### src/hw/rtl/mef_ram.sv
// ----------------------------------------------------------------------------
// mef_ram
// Simple dual-port RAM: one write port, one read port with registered data.
// ----------------------------------------------------------------------------
`default_nettype none
module mef_ram #(
    parameter int WIDTH = 8,
    parameter int DEPTH = 16
) (
    input  wire logic                     i_clk,
    input  wire logic                     i_we,
    input  wire logic [$clog2(DEPTH)-1:0] i_waddr,
    input  wire logic [WIDTH-1:0]         i_wdata,
    input  wire logic [$clog2(DEPTH)-1:0] i_raddr,
    output logic      [WIDTH-1:0]         o_rdata
);

    logic [WIDTH-1:0] r_mem [DEPTH];

    always_ff @(posedge i_clk) begin
        if (i_we) begin
            r_mem[i_waddr] <= i_wdata;
        end
        o_rdata <= r_mem[i_raddr];
    end

endmodule
`default_nettype wire

### config.mk
export PLATFORM = sky130hd
export DESIGN_NAME = mef_ram
export DESIGN_NICKNAME = d
export VERILOG_FILES = /design/src/hw/rtl/mef_ram.sv
export SDC_FILE = /design/constraint.sdc
export NUM_CORES = 1
export LEC_CHECK = 0
export BUFFER_PORTS_ARGS = -buffer_cell sky130_fd_sc_hd__buf_2
export CORE_MARGIN = 2
export CORE_UTILIZATION = 60
export DETAILED_ROUTE_END_ITERATION = 7
export GPL_TIMING_DRIVEN = 0
export PLACE_DENSITY_LB_ADDON = 0.3
export SLEW_MARGIN = 20
export SYNTH_ARGS = -nofsm -noshare
export SYNTH_HDL_FRONTEND = slang
export SYNTH_SLANG_ARGS = --single-unit
export TNS_END_PERCENT = 10
### constraint.sdc
create_clock -name i_clk -period 2.42 [get_ports i_clk]
set_clock_uncertainty 0.15 [all_clocks]
set_input_delay 0.242 -clock i_clk [delete_from_list [all_inputs] [get_ports i_clk]]
set_output_delay 0.242 -clock i_clk [all_outputs]
set_load 0.01 [all_outputs]
==> run metrics, run 1 <==
First-pass DRT Iterations 5; number of diodes 0; DRC violations left 0; vias per cell 6.27; CP Class flip-flop to flip-flop; final setup violating endpoints 0; fmax 0.632 GHz; first-pass GRT wire length 14700 um; Area Overhead vs Synth 19.2%; commonest register cell after synthesis edfxtp_1; most used routing layer met2; area leader, netlist edfxtp_1; status complete, no violations; Post-Syn Instances 229; placed insts 358; vias 2494; die area 0.00934 mm^2; M3 GR Usage 5.85%; CTS sink count 136; CP peak stage delay 0.56 ns; worst-path cell chain mux4_1 > a22oi_1 > nand2_1; Initial Util 62.3%; grt ovf 0; area fraction of the dominant cell type after synthesis 74.7%; Post-Route Setup TNS 0 ns; Post-Syn Area between 0.005 and 0.006 mm^2; Reg clk slew, reported paths 0.06 ns; HP Class input port to flip-flop; Iter 0 DRT Violations 278; CTS tree built; P_leak 2.09 nW; Crit. End Element flip-flop; Synth top cells by count edfxtp_1, mux4_2, a22oi_1, mux4_1, nor2_1; Async S/R FF share, synth 0%; Finished Layout Cells 398; Syn Nets approximately 250; Post-CTS Setup Bufs 0; Synth Warn # 0; utilization after layout 74.3%; synth unique cells 19; critical path required time 2.67 ns; die width 96.6 um; Worst setup SP type flip-flop; Detailed Place HPWL 5790 um; min Tclk post-route 1.58 ns; Area contributors post-synth edfxtp_1, mux4_2, mux4_1; Fin. Hold Viols 0; FF-to-FF Start r_mem[6][0]; vias in the first global route 2518; Final Max Slew Viols 0; root buffer cell clkbuf_8; Max FO, Critical Path 1; Rel. slew slack 45.3%; htree depth 4; DRT antenna net count 0; r2r worst-path depth 3; fin crit share 65.4%; largest net degree at the start of global routing 17; worst hold endpoint r_mem[12][7]; fraction of layout cells with a size suffix above 1 30.4%; met1 Use GR a little under a third; maximum clock insertion buffer count 2; hold path depth 2; Clk Latency, worst-skew pair 0.52 ns; Max VDD drop 0.553 mV; Placer Congestion 0.719; PwrDens between 900 and 1000 mW/mm^2; worst-margin pin slew 0.817 ns; EDFF count, synth 128; reg-to-reg endpoint o_rdata[0]; Die Height 96.6 um; WL per Instance 24.6 um; nets a little under 300; Worst EP arrival 1.83 ns; GR Util All Layers 22.3%; met2 Resource Use GR 34.2%; #FFs+latches synth 136; Critical Path Slowest Stage Cell mux4_1; Largest delay share family, worst path multiplexers; HP Start i_waddr[0]; RSZ-0062 raised after global routing no; syn avg cell area around 22 um^2; top-count cell post-synth edfxtp_1; total CTS buffers 17; WL final 9780 um; # port buffers 24; reg2reg setup slack 0.84 ns; CP Buf/Inv Count 0; CORE AREA 0.00826 mm^2; # rows 33; MaxCap Viol Count 0; I/O pins 26; initial antenna violation count 0; sequential area share after synthesis 77.8%
[per-stage QoR]
stage               worst slack (ns)  total power, mW  cell area (um^2)  hold WS (ns)
finish                         0.837             5.66              6140        0.0920
global route                   0.815             5.82              6140        0.0978
CTS                            0.818             5.68              6130        0.0734
detailed placement             0.272             2.95              5410         0.485
global placement              0.0122             2.94              5400         0.486
floorplan                      0.535             2.83              5150         0.191
[worst max-delay path by stage]
| stage | from | endpoint | slack [ns] | cells past startpoint |
|---|---|---|---|---|
| 5_1_grt | i_waddr[2] | r_mem[2][0] | 0.82 | 3 |
| 4_1_cts | i_waddr[3] | r_mem[4][3] | 0.82 | 3 |
| 3_3_place_gp | i_waddr[2] | r_mem[0][7] | 0.01 | 3 |
| 6_report | r_mem[6][0] | o_rdata[0] | 0.84 | 3 |
| 2_1_floorplan | i_waddr[2] | r_mem[0][0] | 0.54 | 2 |
| 3_5_place_dp | i_waddr[3] | r_mem[4][7] | 0.27 | 3 |
[final cells by class]
class	instances	area, um^2
buffer	10	86.3
clock buffer	17	414
clock inverter	15	224
fill	452	2120
multi-input combinational	83	1080
sequential	136	4000
tap	105	131
timing repair buffer	32	200
[cells in the final DEF, fill, tap and decap left out]
master / count
nand3_1: 1
clkinv_4: 2
edfxtp_1: 128
buf_2: 27
or3b_2: 1
nor2b_1: 1
clkbuf_8: 1
dlygate4sd3_1: 8
clkdlybuf4s25_2: 3
buf_4: 1
inv_6: 3
and2b_1: 1
nor3_2: 4
clkbuf_16: 16
nand3b_1: 2
bufinv_16: 5
and2_1: 1
nand2_1: 9
clkinv_2: 3
mux4_1: 14
dfxtp_1: 8
nor2_1: 13
a22oi_1: 16
nand2b_1: 2
buf_6: 3
mux4_2: 18
clkinvlp_4: 2
[flip-flops by register name (all words and copies together), names as in the netlist]
signal   count
r_mem      128
o_rdata      8
[report_power, final]
| part | internal (mW) | total, mW | switching, mW | leakage, nW |
|---|---|---|---|---|
| sequential | 2.63 | 2.65 | 0.0131 | 1.22 |
| combinational | 0.113 | 0.264 | 0.151 | 0.553 |
| clock | 1.78 | 2.75 | 0.967 | 0.309 |
[logic make-up after synthesis]
group | Yosys count | share of synthesized area (%)
AO/OA/AOI/OAI | 16 | 2.33
buffers and inverters | 10 | 1.68
flip-flops | 136 | 77.8
multiplexers | 32 | 15.0
AND/OR/NAND/NOR | 35 | 3.18
[routing by layer]
metal | routed length (um) | part of all wire [%]
met1 | 4130 | 42
met2 | 4870 | 50
met3 | 611 | 6.3
met4 | 163 | 1.7
met5 | 0 | 0
[repair_timing]
| action | in CTS | in global routing |
|---|---|---|
| hold endpoints to repair | 128 | 0 |
| resized for setup | 0 | 0 |
| hold buffers | 8 | 0 |
Power figures use the tool's default switching activity.
==> run 2: changes to the inputs <==
--- a/config.mk
+++ b/config.mk
@@ -5,9 +5,10 @@
 export SDC_FILE = /design/constraint.sdc
 export NUM_CORES = 1
 export LEC_CHECK = 0
+export ABC_AREA = 1
 export BUFFER_PORTS_ARGS = -buffer_cell sky130_fd_sc_hd__buf_2
 export CORE_MARGIN = 2
-export CORE_UTILIZATION = 60
+export CORE_UTILIZATION = 61
 export DETAILED_ROUTE_END_ITERATION = 7
 export GPL_TIMING_DRIVEN = 0
 export PLACE_DENSITY_LB_ADDON = 0.3
==> constraint.sdc (replaced) <==
create_clock -name i_clk -period 1.6 [get_ports i_clk]
set_clock_uncertainty 0.15 [all_clocks]
set_input_delay 0.16 -clock i_clk [delete_from_list [all_inputs] [get_ports i_clk]]
set_output_delay 0.16 -clock i_clk [all_outputs]
set_load 0.01 [all_outputs]
==> run 2 against run 1 <==
Compared with the run above:
- total power rose by 49%
- sequential cell count did not move
- cell count is 83% higher
- sequential power increased by 51%
- cell area up 9.4%
- area after synthesis is 12% higher
- register-to-register slack got worse by 0.45 ns
- via count increased by 60%
- critical path type is now input port to flip-flop
- largest power group is now registers
==> run metrics, run 2 <==
status complete, no violations (unchanged); Post-Syn Instances 551 (was 229); Die Height 101 um (was 96.6 um); CTS tree built (unchanged); top-count cell post-synth nand2_1 (was edfxtp_1); Int Pwr 6.54 mW (was 4.53 mW); fraction of layout cells with a size suffix above 1 12.7% (was 30.4%); DP Worst Slack -0.158 ns (was 0.272 ns); total CTS buffers 17 (unchanged); Clk Latency, worst-skew pair 0.53 ns (was 0.52 ns); reg2reg setup slack 0.39 ns (was 0.84 ns); die width 101 um (was 96.6 um); nets 621 (was 298); worst hold slack 0.117 ns (was 0.0920 ns); CORE AREA 0.00920 mm^2 (was 0.00826 mm^2); metal2 WL 6440 um (was 4870 um); Async S/R FF share, synth 0% (unchanged); min Tclk post-route ~1.5 ns; worst hold endpoint r_mem[14][6] (was r_mem[12][7]); Setup WS post-layout 0.108 ns (was 0.837 ns); DRC violations left 0 (unchanged); PwrDens 1260 mW/mm^2 (was 922 mW/mm^2); WL final 13800 um (was 9780 um); First-pass DRT Iterations 5 (unchanged); area fraction of the dominant cell type after synthesis 66.7% (was 74.7%); Worst setup SP type input port (was flip-flop); Post-Syn Area 0.00577 mm^2 (was 0.00515 mm^2); WL per Instance 19.0 um (was 24.6 um); area leader, netlist edfxtp_1 (unchanged); reg-to-reg endpoint o_rdata[1] (was o_rdata[0]); Logic pwr share 6.6% (was 4.7%); commonest non-fill, non-tap cell in the layout nand2_1 (was edfxtp_1); vias per cell 5.50 (was 6.27); Reg clk slew, reported paths 0.06 ns (about the same); CP Class input port to flip-flop (was flip-flop to flip-flop); Initial Util 62.7% (was 62.3%); P_leak 2.94 nW (was 2.09 nW); portion of total power attributed to the clock network 46.0% (was 48.6%); r2r worst-path depth 6 (was 3); Placer Congestion 0.969 (was 0.719); Fillers 619 (was 452); Synth top cells by count nand2_1, edfxtp_1, inv_1, nand3_1, nor2_1 (was edfxtp_1, mux4_2, a22oi_1, mux4_1, nor2_1); commonest register cell after synthesis edfxtp_1 (unchanged); Final Max Slew Viols 0 (unchanged); Worst EP arrival 1.75 ns (was 1.83 ns); grt ovf 0 (unchanged); highest routed layer met4 (unchanged); sequential area share after synthesis 69.4% (was 77.8%); root buffer cell clkbuf_8 (unchanged); Detailed Place HPWL 8510 um (was 5790 um); Max VDD drop 1.10 mV (was 0.553 mV); Iter 0 DRT Violations 381 (was 278); initial antenna violation count 0 (unchanged); worst-margin pin slew 0.907 ns (was 0.817 ns); Largest Register r_mem (unchanged); vias 3996 (was 2494); Pwr Total 8.44 mW (was 5.66 mW); largest net degree at the start of global routing 17 (unchanged); Reg power frac 47.4% (was 46.8%); CTS sink count 136 (unchanged); # port buffers 22 (was 24); met1 WL 5650 um (was 4130 um); Synth Warn # 0 (unchanged); routed wl met3 1440 um (was 611 um); FF-to-FF Start r_mem[4][1] (was r_mem[6][0]); #FFs+latches synth 136 (unchanged); GR Util All Layers 29.5% (was 22.3%); switching share of total power 22.5% (was 20.0%); critical path required time 1.86 ns (was 2.67 ns); die area 0.0102 mm^2 (was 0.00934 mm^2); maximum clock insertion buffer count 2 (unchanged); EDFF count, synth 128 (unchanged); final setup violating endpoints 0 (unchanged); first-pass GRT wire length 21200 um (was 14700 um); utilization after layout 73.0% (was 74.3%); DRT antenna net count 0 (unchanged); number of diodes 0 (unchanged); HP Start i_waddr[2] (was i_waddr[0]); commonest cells after routing, fill and taps aside nand2_1, edfxtp_1, inv_1 (was edfxtp_1, buf_2, mux4_2); fmax 0.670 GHz; Fin. Hold Viols 0 (unchanged); Crit. End Element flip-flop (unchanged); RSZ-0062 raised after global routing no (unchanged); I/O pins 26 (unchanged); MaxCap Viol Count 0 (unchanged); vias in the first global route 3843 (was 2518); hold path depth 3 (was 2); htree depth 4 (unchanged); fin crit share 93.2%; Area Overhead vs Synth 16.5% (was 19.2%); HP Class input port to flip-flop (unchanged); Syn Nets 569 (was 247); synth unique cells 12 (was 19); Net Switching 1.90 mW (was 1.13 mW); Largest register FFs 128 (unchanged); # rows 35 (was 33); Max FO, Critical Path 10 (was 1); Regs by FF count r_mem: 128 flops, o_rdata: 8 flops (unchanged); Rel. slew slack 39.3% (was 45.3%); Area contributors post-synth edfxtp_1, nand2_1, nand3_1 (was edfxtp_1, mux4_2, mux4_1); syn avg cell area 10.5 um^2 (was 22.5 um^2)
==> run 2: final cells by class <==
type	instances	area, um^2	area share [%]
Sequential cell	136	4000	59.6
Multi-Input combinational cell	289	1210	18.1
Clock buffer	18	418	6.22
Inverter	102	383	5.70
Timing Repair Buffer	33	220	3.28
Clock inverter	14	173	2.57
Buffer	24	166	2.48
Tap cell	111	139	2.07
==> run 2: stage by stage <==
stage	instance area [um^2]	instances	TNS (ns)
2_1_floorplan	5770	551	0
3_3_place_gp	6020	684	-8.85
3_5_place_dp	6020	684	-8.95
4_1_cts	6720	727	0
5_1_grt	6720	727	0
6_report	6720	727	0
==> run 2: per-layer routing <==
metal / track usage (%) / vias to the layer above
met5: 0 / -
met4: 11.4 / 0
met3: 9.18 / 24
met2: 44.6 / 217
met1: 40.7 / 1870
li1: - / 1885
==> run 2: power groups by stage <==
stage	Sequential [mW]	Combinational, mW	Clock [mW]
floorplan	4.09	0.281	0
global placement	4.07	0.501	0
detailed placement	4.08	0.513	0
CTS	4.00	0.542	3.89
global route	4.01	0.603	4.04
finish	4.00	0.555	3.88
==> run 2: cells by family after synthesis <==
group                  share of synthesized area (%)
AND/OR/NAND/NOR                                 21.0
buffers and inverters                           9.52
flip-flops                                      69.4
==> run 2: how the worst max path moves through the flow <==
stage | startpoint | end | slack (ns) | cells after the start
after global routing | i_raddr[2] | o_rdata[1] | 0.08 | 7
after detailed placement | i_waddr[3] | r_mem[6][1] | -0.16 | 3
after CTS | i_raddr[2] | o_rdata[1] | 0.15 | 7
after global placement | i_waddr[3] | r_mem[7][1] | -0.18 | 3
after floorplan | i_waddr[2] | r_mem[10][0] | 0.34 | 2
final | i_raddr[2] | o_rdata[1] | 0.11 | 7
==> run 2: what timing repair did <==
item | CTS | global route
hold buffers | 11 | 0
resized for setup | 0 | 0
hold endpoints to repair | 136 | 0
setup buffers | 0 | 0
==> run 2: worst max-delay path, stage by stage <==
cell and delay [ns]:
dlygate4sd3_1 0.53, buf_2 0.18, inv_1 0.24, buf_4 0.25
nand3_1 0.12, nand3_1 0.17, nand2_1 0.09
==> run 3: changes to the inputs <==
--- a/config.mk
+++ b/config.mk
@@ -8,7 +8,7 @@
 export ABC_AREA = 1
 export BUFFER_PORTS_ARGS = -buffer_cell sky130_fd_sc_hd__buf_2
 export CORE_MARGIN = 2
-export CORE_UTILIZATION = 61
+export CORE_UTILIZATION = 55
 export DETAILED_ROUTE_END_ITERATION = 7
 export GPL_TIMING_DRIVEN = 0
 export PLACE_DENSITY_LB_ADDON = 0.3
==> constraint.sdc (replaced) <==
create_clock -name i_clk -period 1.3 [get_ports i_clk]
set_clock_uncertainty 0.15 [all_clocks]
set_input_delay 0.13 -clock i_clk [delete_from_list [all_inputs] [get_ports i_clk]]
set_output_delay 0.13 -clock i_clk [all_outputs]
set_load 0.01 [all_outputs]
==> run 3 against run 2 <==
Compared with the run above:
- largest power group is now the clock network
- first-iteration DRC count shrank 4.7%
- clock power rose by 35%
- non-clock buffer count did not move
- register-to-register slack got worse by 0.32 ns
- worst setup slack got worse by 0.061 ns
==> run metrics, run 3 (synthesis results as in run 2) <==
status complete, no violations (unchanged); portion of total power attributed to the clock network 48.2% (was 46.0%); Iter 0 DRT Violations 363 (was 381); Post-Route Setup TNS 0 ns (unchanged); fraction of layout cells with a size suffix above 1 12.5% (was 12.7%); FF+latch area 0.00400 mm^2 (unchanged); PwrDens 1590 mW/mm^2 (was 1260 mW/mm^2); Final Cell Area 0.00681 mm^2 (was 0.00672 mm^2); total CTS buffers 17 (unchanged); M3 GR Usage 6.99% (was 9.18%); r2r worst-path depth 6 (unchanged); final setup violating endpoints 0 (unchanged); Placer Congestion 0.931 (was 0.969); P_leak 2.97 nW (was 2.94 nW); DRT antenna net count 0 (unchanged); hold path depth 5 (was 3); CP Buf/Inv Count 1 (was 4); commonest cells after routing, fill and taps aside nand2_1, edfxtp_1, inv_1 (unchanged); met1 Use GR 34.6% (was 40.7%); # port buffers 22 (unchanged); most used routing layer met2 (unchanged); Int Pwr 8.59 mW (was 6.54 mW); fmax roughly 0.8 GHz; reg-to-reg endpoint o_rdata[2] (was o_rdata[1]); Largest register FFs 128 (unchanged); area occupied by multi-input gates 0.00122 mm^2 (was 0.00121 mm^2); Detailed Place HPWL 8720 um (was 8510 um); CTS tree built (unchanged); Die Height 106 um (was 101 um); Pwr Total 10.8 mW (was 8.44 mW); I/O pins 26 (unchanged); commonest non-fill, non-tap cell in the layout nand2_1 (unchanged); grt ovf 0 (unchanged); Clk Latency, worst-skew pair 0.53 ns (about the same); Crit. End Element primary output (was flip-flop); Setup WS post-layout 0.0472 ns (was 0.108 ns); Reg clk slew, reported paths 0.06 ns (about the same); DP Worst Slack -0.443 ns (was -0.158 ns); Area Overhead vs Synth 18.0% (was 16.5%); FF-to-FF Start r_mem[9][2] (was r_mem[4][1]); vias in the first global route 3902 (was 3843); CTS sink count 136 (unchanged); Max FO, Critical Path 1 (was 10); die area 0.0113 mm^2 (was 0.0102 mm^2); CP Class flip-flop to primary output (was input port to flip-flop); worst-margin pin slew 0.881 ns (was 0.907 ns); htree depth 4 (unchanged); first-pass GRT wire length 20900 um (was 21200 um); Rel. slew slack 41.0% (was 39.3%); DRC violations left 0 (unchanged); Regs by FF count r_mem: 128 flops, o_rdata: 8 flops (unchanged); fin crit share 96.4%; worst hold endpoint o_rdata[2] (was r_mem[14][6]); Fin. Hold Viols 0 (unchanged); maximum clock insertion buffer count 2 (unchanged); Worst EP arrival 0.97 ns (was 1.75 ns); largest net degree at the start of global routing 17 (unchanged); min Tclk post-route around 1.3 ns; First-pass DRT Iterations 4 (was 5); vias 3977 (was 3996); critical path required time 1.02 ns (was 1.86 ns); nets 621 (unchanged); Initial Util 56.4% (was 62.7%); # rows 37 (was 35); die width 106 um (was 101 um); Placed Instance Area 0.00605 mm^2 (was 0.00602 mm^2); Worst setup SP type flip-flop (was input port); Fillers 748 (was 619); number of diodes 0 (unchanged); RSZ-0062 raised after global routing no (unchanged); CP peak stage delay 0.32 ns (was 0.53 ns); reg2reg setup slack 0.07 ns (was 0.39 ns); WL per Instance 18.3 um (was 19.0 um); GR Util All Layers 26.0% (was 29.5%); initial antenna violation count 0 (unchanged); Largest Register r_mem (unchanged); switching share of total power 20.7% (was 22.5%); HP Class input port to flip-flop (unchanged); WL final 13700 um (was 13800 um); Max VDD drop 0.914 mV (was 1.10 mV); Logic pwr share 6.2% (was 6.6%); Final Max Slew Viols 0 (unchanged); worst-path cell chain buf_2 (was dlygate4sd3_1 > buf_2 > inv_1 > buf_4 > nand3_1 > nand3_1 > nand2_1); MaxCap Viol Count 0 (unchanged); Net Switching 2.24 mW (was 1.90 mW); met2 Resource Use GR 40.4% (was 44.6%); vias per cell 5.29 (was 5.50); root buffer cell clkbuf_8 (unchanged); Reg power frac 45.5% (was 47.4%); CORE AREA 0.0102 mm^2 (was 0.00920 mm^2); HP Start i_raddr[2] (was i_waddr[2]); Critical Path Slowest Stage Cell dfxtp_1 (was dlygate4sd3_1); Largest delay share family, worst path flip-flops (was buffers and inverters)
run 3: how the worst max path moves through the flow:
stage	from	end	slack (ns)	cells past startpoint
detailed placement	i_waddr[3]	r_mem[7][3]	-0.44	3
global placement	i_waddr[3]	r_mem[7][5]	-0.44	3
CTS	o_rdata[3]	o_rdata[3]	0.02	1
finish	o_rdata[1]	o_rdata[1]	0.05	1
floorplan	i_waddr[3]	r_mem[4][0]	0.07	2
global route	o_rdata[4]	o_rdata[4]	0.01	1
run 3: layout make-up:
cell class | instances | share of cell area (%)
Multi-Input combinational cell | 289 | 17.9
Timing Repair Buffer | 33 | 3.24
Sequential cell | 136 | 58.8
Clock inverter | 15 | 3.40
Buffer | 24 | 2.45
Tap cell | 136 | 2.50
Clock buffer | 17 | 6.09
Inverter | 102 | 5.63
run 3: metrics by stage:
stage                     utilization (%)  hold slack [ns]  std cells
final                                66.5           0.0347        752
after floorplan                         -           0.0789        551
after global routing                 66.5           0.0463        752
after detailed placement             59.1            0.373        709
after global placement               59.1            0.375        709
after CTS                            66.5          0.00609        752
run 3: power by group through the flow:
stage / clock, mW / combinational (mW) / sequential (mW)
finish: 5.22 / 0.677 / 4.93
global route: 5.46 / 0.733 / 4.93
detailed placement: 0 / 0.629 / 5.02
floorplan: 0 / 0.346 / 5.03
global placement: 0 / 0.615 / 5.01
CTS: 5.25 / 0.664 / 4.93
run 3: timing repair:
action,4_1_cts,5_1_grt
hold buffers,11,0
buffers inserted,0,0
resized for setup,0,1
endpoints found under the hold margin,136,0
endpoints found under the setup margin,0,8
run 3: metal layers:
layer | vias up | wire length, um
met5 | - | 0
met4 | 0 | 303
met3 | 28 | 1200
met2 | 214 | 6630
met1 | 1859 | 5590
li1 | 1876 | -
